==> config.mk <==
export PLATFORM = sky130hd
export DESIGN_NAME = block_read_cache_tag_controller_core
export DESIGN_NICKNAME = d
export VERILOG_FILES = /design/src/hdl/brctc_pkg.sv /design/src/hdl/brctc_ctrl.sv /design/src/hdl/brctc_dp.sv /design/src/hdl/block_read_cache_tag_controller_core.sv
export SDC_FILE = /design/constraint.sdc
export NUM_CORES = 1
export LEC_CHECK = 0
export BUFFER_PORTS_ARGS = -buffer_cell sky130_fd_sc_hd__buf_2
export CAP_MARGIN = 0
export CORE_ASPECT_RATIO = 0.8
export CORE_UTILIZATION = 56
export DETAILED_ROUTE_END_ITERATION = 6
export PLACE_DENSITY = 0.85
export SLEW_MARGIN = 0
export SYNTH_ARGS = -nofsm -noshare
export SYNTH_HDL_FRONTEND = slang
export SYNTH_HIERARCHICAL = 1
export SYNTH_SLANG_ARGS = --single-unit
export TNS_END_PERCENT = 5
==> constraint.sdc <==
create_clock -name clk_i -period 8.7 [get_ports clk_i]
set_input_delay 0.87 -clock clk_i [delete_from_list [all_inputs] [get_ports clk_i]]
set_output_delay 0.87 -clock clk_i [all_outputs]
set_load 0.02 [all_outputs]
==> src/hdl/brctc_pkg.sv <==
// ----------------------------------------------------------------------------
// Block read cache tag controller package
// Widths, sizes and the command/status types shared by the controller and
// the datapath.
// ----------------------------------------------------------------------------
`default_nettype none

package brctc_pkg;

  localparam int Ways        = 4;
  localparam int WayW        = $clog2(Ways);
  localparam int BlockBytes  = 32 * 1024;
  localparam int OffW        = $clog2(BlockBytes);
  localparam int PosW        = 48;
  localparam int TagW        = PosW - OffW;
  localparam int LenW        = 19;
  localparam int SegW        = 16;
  localparam int StampW      = 32;
  localparam int MaxReqBytes = 262144;
  localparam int MaxResults  = 9;
  localparam int CntW        = $clog2(MaxResults);

  // Command modes carried on mode_i.
  localparam logic ModeRead       = 1'b0;
  localparam logic ModeInvalidate = 1'b1;

  // Commands from the controller to the datapath.
  typedef struct packed {
    logic load;   // latch a read request
    logic inval;  // clear every valid bit
    logic check;  // range check and clip of the latched request
    logic seg;    // look up and report one segment
  } ctrl_cmd_t;

  // Status from the datapath to the controller.
  typedef struct packed {
    logic err;    // latched request is rejected
    logic last;   // segment being reported is the final one
  } dp_status_t;

endpackage

`default_nettype wire

==> src/hdl/brctc_ctrl.sv <==
// ----------------------------------------------------------------------------
// Block read cache tag controller: sequencer
// Accepts commands, steps through the range check and, unless it rejects the
// request, one segment per cycle until the datapath flags the final segment.
// ----------------------------------------------------------------------------
`default_nettype none

module brctc_ctrl (
  input  wire logic                  clk_i,
  input  wire logic                  rst_ni,
  input  wire logic                  start,
  input  wire logic                  mode_i,
  input  wire brctc_pkg::dp_status_t status_i,
  output logic                       busy,
  output brctc_pkg::ctrl_cmd_t       cmd_o
);
  import brctc_pkg::*;

  localparam logic [1:0] StIdle  = 2'd0;
  localparam logic [1:0] StCheck = 2'd1;
  localparam logic [1:0] StSeg   = 2'd2;

  logic [1:0] state_q, state_d;
  logic       idle;

  assign idle = (state_q == StIdle);
  assign busy = !idle;

  always_comb begin
    cmd_o       = '0;
    cmd_o.load  = idle && start && (mode_i == ModeRead);
    cmd_o.inval = idle && start && (mode_i == ModeInvalidate);
    cmd_o.check = (state_q == StCheck);
    cmd_o.seg   = (state_q == StSeg);
  end

  always_comb begin
    state_d = state_q;
    unique case (state_q)
      StIdle: begin
        if (cmd_o.load) state_d = StCheck;
      end
      StCheck: begin
        state_d = status_i.err ? StIdle : StSeg;
      end
      StSeg: begin
        if (status_i.last) state_d = StIdle;
      end
      default: state_d = StIdle;
    endcase
  end

  always_ff @(posedge clk_i or negedge rst_ni) begin
    if (!rst_ni) begin
      state_q <= StIdle;
    end else begin
      state_q <= state_d;
    end
  end

endmodule

`default_nettype wire

==> src/hdl/brctc_dp.sv <==
// ----------------------------------------------------------------------------
// Block read cache tag controller: datapath
// Holds the file length, the way table and the request being split, and
// registers each result beat.
// ----------------------------------------------------------------------------
`default_nettype none

module brctc_dp (
  input  wire logic                          clk_i,
  input  wire logic                          rst_ni,
  input  wire brctc_pkg::ctrl_cmd_t          cmd_i,
  output brctc_pkg::dp_status_t              status_o,
  input  wire logic                          file_length_we_i,
  input  wire logic [brctc_pkg::PosW-1:0]    file_length_i,
  input  wire logic [brctc_pkg::PosW-1:0]    position_i,
  input  wire logic [brctc_pkg::LenW-1:0]    length_i,
  output logic                               valid_o,
  output logic [brctc_pkg::WayW-1:0]         way_o,
  output logic [brctc_pkg::OffW-1:0]         block_offset_o,
  output logic [brctc_pkg::SegW-1:0]         segment_bytes_o,
  output logic                               hit_o,
  output logic                               fetch_needed_o,
  output logic [brctc_pkg::PosW-1:0]         fetch_address_o,
  output logic [brctc_pkg::SegW-1:0]         fetch_bytes_o,
  output logic                               error_o,
  output logic [brctc_pkg::LenW-1:0]         total_bytes_o,
  output logic                               last_o
);
  import brctc_pkg::*;

  logic [PosW-1:0]   file_len_q;
  logic [PosW-1:0]   pos_q;
  logic [LenW-1:0]   rem_q;
  logic [LenW-1:0]   total_q;
  logic [CntW-1:0]   cnt_q;

  logic              way_valid_q [Ways];
  logic [TagW-1:0]   way_tag_q   [Ways];
  logic [StampW-1:0] way_stamp_q [Ways];
  logic [StampW-1:0] next_stamp_q;

  logic              valid_q;
  logic [WayW-1:0]   way_q;
  logic [OffW-1:0]   off_q;
  logic [SegW-1:0]   seg_q;
  logic              hit_q;
  logic [PosW-1:0]   faddr_q;
  logic [SegW-1:0]   fbytes_q;
  logic              err_q;
  logic [LenW-1:0]   total_out_q;
  logic              last_q;

  // Request intake, range check and clip.
  logic [LenW-1:0]   len_sat;
  logic [PosW:0]     end_sum;
  logic              err;
  logic              clip;

  assign len_sat = (length_i > LenW'(MaxReqBytes)) ? LenW'(MaxReqBytes) : length_i;
  assign end_sum = {1'b0, pos_q} + (PosW+1)'(rem_q);
  assign err     = (rem_q == '0) || (pos_q >= file_len_q);
  assign clip    = (end_sum >= {1'b0, file_len_q});

  // Segment split.
  logic [TagW-1:0]   tag;
  logic [OffW-1:0]   off;
  logic [SegW-1:0]   room;
  logic [SegW-1:0]   seg;
  logic [LenW-1:0]   rem_next;
  logic              last;

  assign tag      = pos_q[PosW-1:OffW];
  assign off      = pos_q[OffW-1:0];
  assign room     = SegW'(BlockBytes) - SegW'(off);
  assign seg      = (rem_q <= LenW'(room)) ? rem_q[SegW-1:0] : room;
  assign rem_next = rem_q - LenW'(seg);
  assign last     = (rem_next == '0) || (cnt_q == CntW'(MaxResults - 1));

  assign status_o.err  = err;
  assign status_o.last = last;

  // Tag lookup and victim choice: first invalid way, else the oldest stamp
  // with the lowest way winning ties.
  logic              hit;
  logic [WayW-1:0]   hit_way;
  logic              any_free;
  logic [WayW-1:0]   free_way;
  logic [WayW-1:0]   old_way;
  logic [StampW-1:0] old_stamp;
  logic [WayW-1:0]   way_sel;

  always_comb begin
    hit       = 1'b0;
    hit_way   = '0;
    any_free  = 1'b0;
    free_way  = '0;
    old_way   = '0;
    old_stamp = way_stamp_q[0];
    for (int w = Ways - 1; w >= 0; w--) begin
      if (way_valid_q[w] && (way_tag_q[w] == tag)) begin
        hit     = 1'b1;
        hit_way = WayW'(w);
      end
      if (!way_valid_q[w]) begin
        any_free = 1'b1;
        free_way = WayW'(w);
      end
    end
    for (int w = 1; w < Ways; w++) begin
      if (way_stamp_q[w] < old_stamp) begin
        old_stamp = way_stamp_q[w];
        old_way   = WayW'(w);
      end
    end
    if (hit) begin
      way_sel = hit_way;
    end else if (any_free) begin
      way_sel = free_way;
    end else begin
      way_sel = old_way;
    end
  end

  // Fetch window: one block or what the file still holds.
  logic [PosW-1:0]   faddr;
  logic [PosW-1:0]   fdiff;
  logic [SegW-1:0]   fbytes;

  assign faddr  = {tag, {OffW{1'b0}}};
  assign fdiff  = file_len_q - faddr;
  assign fbytes = (fdiff > PosW'(BlockBytes)) ? SegW'(BlockBytes) : fdiff[SegW-1:0];

  always_ff @(posedge clk_i or negedge rst_ni) begin
    if (!rst_ni) begin
      file_len_q <= '0;
    end else if (file_length_we_i) begin
      file_len_q <= file_length_i;
    end
  end

  always_ff @(posedge clk_i) begin
    if (cmd_i.load) begin
      pos_q   <= position_i;
      rem_q   <= len_sat;
      total_q <= '0;
      cnt_q   <= '0;
    end else if (cmd_i.check) begin
      // After this clip the read ends at or before the file end; the segments
      // still use the file length for the fetch window.
      if (clip) rem_q <= LenW'(file_len_q - pos_q);
    end else if (cmd_i.seg) begin
      pos_q   <= pos_q + PosW'(seg);
      rem_q   <= rem_next;
      total_q <= total_q + LenW'(seg);
      cnt_q   <= cnt_q + CntW'(1);
    end
  end

  // Way table: valid bits and the stamp counter are reset, tags and stamps
  // are only looked at once their valid bit has been set.
  always_ff @(posedge clk_i or negedge rst_ni) begin
    if (!rst_ni) begin
      for (int w = 0; w < Ways; w++) way_valid_q[w] <= 1'b0;
      next_stamp_q <= '0;
    end else if (cmd_i.inval) begin
      for (int w = 0; w < Ways; w++) way_valid_q[w] <= 1'b0;
    end else if (cmd_i.seg && !hit) begin
      way_valid_q[way_sel] <= 1'b1;
      next_stamp_q         <= next_stamp_q + StampW'(1);
    end
  end

  always_ff @(posedge clk_i) begin
    if (cmd_i.seg && !hit) begin
      way_tag_q[way_sel]   <= tag;
      way_stamp_q[way_sel] <= next_stamp_q;
    end
  end

  // Result beat registers.
  always_ff @(posedge clk_i or negedge rst_ni) begin
    if (!rst_ni) begin
      valid_q <= 1'b0;
    end else begin
      valid_q <= (cmd_i.check && err) || cmd_i.seg;
    end
  end

  always_ff @(posedge clk_i) begin
    if (cmd_i.check && err) begin
      way_q       <= '0;
      off_q       <= '0;
      seg_q       <= '0;
      hit_q       <= 1'b0;
      faddr_q     <= '0;
      fbytes_q    <= '0;
      err_q       <= 1'b1;
      total_out_q <= '0;
      last_q      <= 1'b1;
    end else if (cmd_i.seg) begin
      way_q       <= way_sel;
      off_q       <= off;
      seg_q       <= seg;
      hit_q       <= hit;
      faddr_q     <= hit ? '0 : faddr;
      fbytes_q    <= hit ? '0 : fbytes;
      err_q       <= 1'b0;
      total_out_q <= total_q + LenW'(seg);
      last_q      <= last;
    end
  end

  assign valid_o         = valid_q;
  assign way_o           = way_q;
  assign block_offset_o  = off_q;
  assign segment_bytes_o = seg_q;
  assign hit_o           = hit_q;
  assign fetch_needed_o  = !hit_q && !err_q;
  assign fetch_address_o = faddr_q;
  assign fetch_bytes_o   = fbytes_q;
  assign error_o         = err_q;
  assign total_bytes_o   = total_out_q;
  assign last_o          = last_q;

  // A reported segment always moves at least one byte.
  assert property (@(posedge clk_i) disable iff (!rst_ni)
    valid_q && !err_q |-> seg_q != '0)
    else $error("empty segment reported");

  // A miss always fetches a nonempty window.
  assert property (@(posedge clk_i) disable iff (!rst_ni)
    valid_q && !err_q && !hit_q |-> fbytes_q != '0)
    else $error("miss with empty fetch");

  // The running count never exceeds the largest request.
  assert property (@(posedge clk_i) disable iff (!rst_ni)
    valid_q |-> total_out_q <= LenW'(MaxReqBytes))
    else $error("byte count overflow");

  // A miss marks its way valid.
  assert property (@(posedge clk_i) disable iff (!rst_ni)
    cmd_i.seg && !hit |=> way_valid_q[$past(way_sel)])
    else $error("loaded way not valid");

endmodule

`default_nettype wire

==> src/hdl/block_read_cache_tag_controller_core.sv <==
// ----------------------------------------------------------------------------
// Block read cache tag controller
// Splits read requests into block segments and tracks which of the fully
// associative ways holds each block, with first-in first-out replacement.
// ----------------------------------------------------------------------------
//  Channel   | Handshake              | Payload
//  ----------+------------------------+---------------------------------------
//  command   | start / busy           | mode_i, position_i, length_i
//  config    | file_length_we_i       | file_length_i
//  result    | valid_o (one cycle)    | way_o ... last_o
//
// An invalidate command gives no beat. A read is range checked in the check
// state after the accepting edge, then reported segment by segment (up to
// nine), with a single tag lookup per segment and a way update on each miss;
// a rejected read gives its error beat after the check state. busy falls in
// the cycle that shows the final beat. Reset clears the valid bits, the stamp
// counter and the file length. The receiver cannot stall.
// ----------------------------------------------------------------------------
`default_nettype none

module block_read_cache_tag_controller_core (
  input  wire logic                          clk_i,
  input  wire logic                          rst_ni,
  input  wire logic                          start,
  output logic                               busy,
  input  wire logic                          mode_i,
  input  wire logic [brctc_pkg::PosW-1:0]    position_i,
  input  wire logic [brctc_pkg::LenW-1:0]    length_i,
  input  wire logic                          file_length_we_i,
  input  wire logic [brctc_pkg::PosW-1:0]    file_length_i,
  output logic                               valid_o,
  output logic [brctc_pkg::WayW-1:0]         way_o,
  output logic [brctc_pkg::OffW-1:0]         block_offset_o,
  output logic [brctc_pkg::SegW-1:0]         segment_bytes_o,
  output logic                               hit_o,
  output logic                               fetch_needed_o,
  output logic [brctc_pkg::PosW-1:0]         fetch_address_o,
  output logic [brctc_pkg::SegW-1:0]         fetch_bytes_o,
  output logic                               error_o,
  output logic [brctc_pkg::LenW-1:0]         total_bytes_o,
  output logic                               last_o
);
  import brctc_pkg::*;

  ctrl_cmd_t  cmd;
  dp_status_t status;

  brctc_ctrl u_ctrl (
    .clk_i    (clk_i),
    .rst_ni   (rst_ni),
    .start    (start),
    .mode_i   (mode_i),
    .status_i (status),
    .busy     (busy),
    .cmd_o    (cmd)
  );

  brctc_dp u_dp (
    .clk_i            (clk_i),
    .rst_ni           (rst_ni),
    .cmd_i            (cmd),
    .status_o         (status),
    .file_length_we_i (file_length_we_i),
    .file_length_i    (file_length_i),
    .position_i       (position_i),
    .length_i         (length_i),
    .valid_o          (valid_o),
    .way_o            (way_o),
    .block_offset_o   (block_offset_o),
    .segment_bytes_o  (segment_bytes_o),
    .hit_o            (hit_o),
    .fetch_needed_o   (fetch_needed_o),
    .fetch_address_o  (fetch_address_o),
    .fetch_bytes_o    (fetch_bytes_o),
    .error_o          (error_o),
    .total_bytes_o    (total_bytes_o),
    .last_o           (last_o)
  );

endmodule

`default_nettype wire
==> impl_summary.log <==
[metrics] number of hold violations in the final report: 0
[metrics] footprint of the multi-input gates: 17200 um2
[metrics] count of yosys warnings during synthesis: 6
[metrics] Async S/R FF share, synth: 16.1%
[metrics] # H-tree levels: 2
[metrics] RR Startpoint: u_dp/way_stamp_q[1][27]
[metrics] number of cells traversed by the worst register-to-register path: 30
[metrics] area taken by flip-flops and latches: 14500 um2
[metrics] Final Setup Violations: 0
[metrics] share of layout cells above drive strength 1: 11.4%
[metrics] number of flops mapped to enable cells by yosys: 327
[metrics] arrival time of data at the critical path endpoint: 8630 ps
[metrics] count of state elements after synthesis: 541
[metrics] critical path's top delay family: compound AO/OA/AOI/OAI gates
[metrics] Post-Synth XOR/XNOR Area: 8.47%
[metrics] number of buffers on the longest clock path: 3
[metrics] Yosys cell types: 90
[metrics] clock buffer count from CTS: 54
[metrics] number of sinks driven by the clock tree: 541
[metrics] synthesized area: 33000 um2
[metrics] Logic pwr share: 56.5%
[metrics] input/output buffers: 226
[metrics] final cell area excluding filler cells: 36800 um2
[metrics] Die Y-Extent: 219 um
[metrics] Switching Fraction: 46.2%
[metrics] cells taking the most area after synthesis: sky130_fd_sc_hd__edfxtp_1, sky130_fd_sc_hd__ha_1, sky130_fd_sc_hd__dfxtp_1
[metrics] total grt overflow: 0
[metrics] Critical path buffers and inverters: 3
[metrics] P_sw: 7.38 mW
[metrics] final wirelength: 94900 um
[metrics] via count: 26700
[metrics] CP max stage cell: sky130_fd_sc_hd__nor4_1
[metrics] final worst path period need: 8350 ps
[metrics] die span in x: 273 um
[metrics] Layout Nets: 3991
[metrics] most used cells in the layout excluding fill and tap cells: sky130_fd_sc_hd__edfxtp_1, sky130_fd_sc_hd__ha_1, sky130_fd_sc_hd__nand2_1
[metrics] biggest cell delay along the critical path: 940 ps
[metrics] Post-Syn Instances: 3339
[metrics] Final Total Pwr: 16.0 mW
[metrics] Required @ worst endpoint: 8970 ps
[metrics] share of the synthesized area in compound gates (AO/OA/AOI/OAI): 14.4%
[metrics] areal power density over the cells: 434 nW/um2
[metrics] most common cell after layout, fill and taps aside: sky130_fd_sc_hd__edfxtp_1
[metrics] number of nets with antenna violations after routing: 0
[metrics] instance count after placement with tap cells included: 4251
[metrics] final routed DRC violation total: 0
[metrics] cell type contributing the most total cell area after synthesis: sky130_fd_sc_hd__edfxtp_1
[metrics] sequential area share after synthesis: 44.1%
[metrics] wire per inst: 21.8 um
[metrics] worst voltage drop across the vdd grid: 0.317 mV
[metrics] destination of the worst register-to-register timing path: u_dp/way_stamp_q[2][5]
[metrics] element type at the critical path end: flop
[metrics] dominant combinational cell family by area after synthesis: compound AO/OA/AOI/OAI gates
[metrics] mux share of post-synthesis cell area: 1.98%
[metrics] wire length of the first global-routing pass: 144000 um
[metrics] starting utilization of the core area: 56.7%
[metrics] DIE AREA: 59900 um2
[metrics] post-route non-filler standard cell count: 4355
[metrics] leak pwr: 15.2 nW
[metrics] Fmax achieved: 120 MHz
[metrics] largest fanout on the critical path: 46
[metrics] max-cap violation count: 0
[metrics] standard cell area after detailed placement: 35000 um2
[metrics] Clock Tree Root: sky130_fd_sc_hd__clkbuf_16
[metrics] initial antenna violation count: 4
[metrics] Via density: 6.12
[metrics] area of the core: 58200 um2
[metrics] Worst Tran Pin Value: 1190 ps
[metrics] Setup Crit Path Kind: reg2reg
[metrics] GRT Resource Usage Total: 31.2%
[metrics] Final TNS setup: 0 ps
[metrics] CTS clock-pin slew for the worst setup and hold paths: 70 ps
[metrics] post-synthesis share of cell area spent on and, or, nand and nor gates: 14.0%
[metrics] Cell Int Power: 8.59 mW
[metrics] total I/O pin count: 242
[metrics] clock share of power: 14.8%
[metrics] total of fill cells in the finished design: 4538
[metrics] number of iterations in the first detailed-routing pass: 7
[metrics] placed wire-length estimate: 68700 um
[metrics] flip-flop cell with the highest count after synthesis: sky130_fd_sc_hd__edfxtp_1
[metrics] path type of the worst min-delay path: in2async
[metrics] worst-case setup slack after placement: 464 ps
[metrics] CTS tree: yes
[metrics] fraction of power consumed by sequential logic: 28.7%
[metrics] mean instance size in the synthesized netlist: 9.88 um2
[metrics] proportion of netlist area held by the largest area contributor: 29.8%
[metrics] Final Wtd Congestion: 0.994
[metrics] crit share post-route: 96.0%
[metrics] final worst setup slack: 350 ps
[metrics] vias in the first global route: 25100
[metrics] worst slew margin relative to its limit: 20.4%
[metrics] Clk Latency, worst-skew pair: 670 ps
[metrics] number of hold buffers added after cts: 0
[metrics] Slew Viols, Final: 0
[metrics] result of the run: complete, no violations
[metrics] DRT iter0 DRCs: 2970
[metrics] setup slack of the worst register-to-register path: 350 ps
[metrics] maximum number of pins on one net before global-route repair: 97
[metrics] Setup crit start kind: flop
[metrics] Worst Skew: 57.5 ps
[metrics] number of rows in the core area: 79
[metrics] area added between synthesis and finish: 11.6%
[metrics] post-synthesis share of cell area spent on full adders, half adders and majority gates: 12.7%
==> cells by family after synthesis <==
| family | count (synthesis) |
|---|---|
| other | 1 |
| xor gates and xnor gates | 319 |
| AOI/OAI and AO/OA | 756 |
| DFF | 541 |
| and+or+nand+nor | 960 |
| adders and majority gates | 330 |
| muxes | 64 |
| buffers and inverters | 368 |
==> metrics by stage <==
stage	util (%)	hold WS [ps]
2_1_floorplan	-	441
3_3_place_gp	60.1	433
3_5_place_dp	60.1	438
4_1_cts	63.2	186
5_1_grt	63.2	210
6_report	63.2	170
==> flip-flops by register name, summed over array words and instances, names as in the netlist, 19 cells and up <==
name                  count
u_dp/fetch_address_o     33
u_dp/rem_q               19
u_dp/file_len_q          48
u_dp/next_stamp_q        32
u_dp/way_stamp_q        128
u_dp/pos_q               48
u_dp/way_tag_q          132
u_dp/total_q             19
u_dp/total_bytes_o       19
==> repair_timing <==
item / in CTS / in global routing
setup endpoints to repair: 0 / 273
resized for setup: 0 / 5
buffers inserted: 0 / 1
==> cells in the mapped netlist, drive strengths merged (29+ instances only) <==
| cell | n |
|---|---|
| ha | 324 |
| a21oi | 189 |
| a211oi | 30 |
| nor2b | 29 |
| nor4 | 49 |
| xnor2 | 260 |
| nand2b | 29 |
| dfrtp | 87 |
| buf | 31 |
| xor2 | 59 |
| a21o | 72 |
| o21a | 37 |
| nand3 | 69 |
| nor2 | 236 |
| dfxtp | 127 |
| nor3 | 60 |
| nand2 | 299 |
| nand4 | 99 |
| mux2i | 55 |
| clkbuf | 110 |
| edfxtp | 327 |
| o21ai | 246 |
| inv | 227 |
| a22o | 36 |
==> area by class of cell <==
class | count | area share, %
antenna | 1 | 0.00680
inverter | 227 | 2.31
timing repair buffer | 271 | 4.13
tap | 769 | 2.61
clock buffer | 79 | 4.27
multi-input combinational | 2446 | 46.6
clock inverter | 21 | 0.544
sequential | 541 | 39.5
==> how the worst max path moves through the flow <==
stage | slack (ps) | cells after the start | endpoint | from
floorplan | -420 | 33 | u_dp/way_stamp_q[1][0] | u_dp/way_stamp_q[1][23]
global placement | 710 | 28 | u_dp/pos_q[33] | u_dp/pos_q[1]
detailed placement | 460 | 28 | u_dp/pos_q[47] | u_dp/pos_q[1]
CTS | 410 | 31 | u_dp/way_stamp_q[0][5] | u_dp/way_stamp_q[1][23]
global route | -10 | 30 | u_dp/way_stamp_q[3][0] | u_dp/way_stamp_q[1][27]
finish | 350 | 30 | u_dp/way_stamp_q[2][5] | u_dp/way_stamp_q[1][27]
==> per-layer routing <==
| metal | global-route usage [%] | part of all wire, % | vias to the layer above |
|---|---|---|---|
| met5 | 0 | 0 | - |
| met3 | 6.50 | 11 | 189 |
| li1 | - | - | 12400 |
| met1 | 44.2 | 42 | 12600 |
| met4 | 9.57 | 2.9 | 0 |
| met2 | 48.0 | 44 | 1433 |
==> power groups by stage <==
| stage | registers, mW | logic [mW] | clock network (mW) |
|---|---|---|---|
| after floorplan | 4.42 | 6.32 | 0 |
| after global placement | 4.57 | 8.46 | 0 |
| after detailed placement | 4.59 | 8.66 | 0 |
| after CTS | 4.55 | 8.79 | 2.38 |
| after global routing | 4.64 | 9.89 | 2.47 |
| final | 4.58 | 9.02 | 2.36 |
Note: power is estimated with default switching activity, not from simulation.
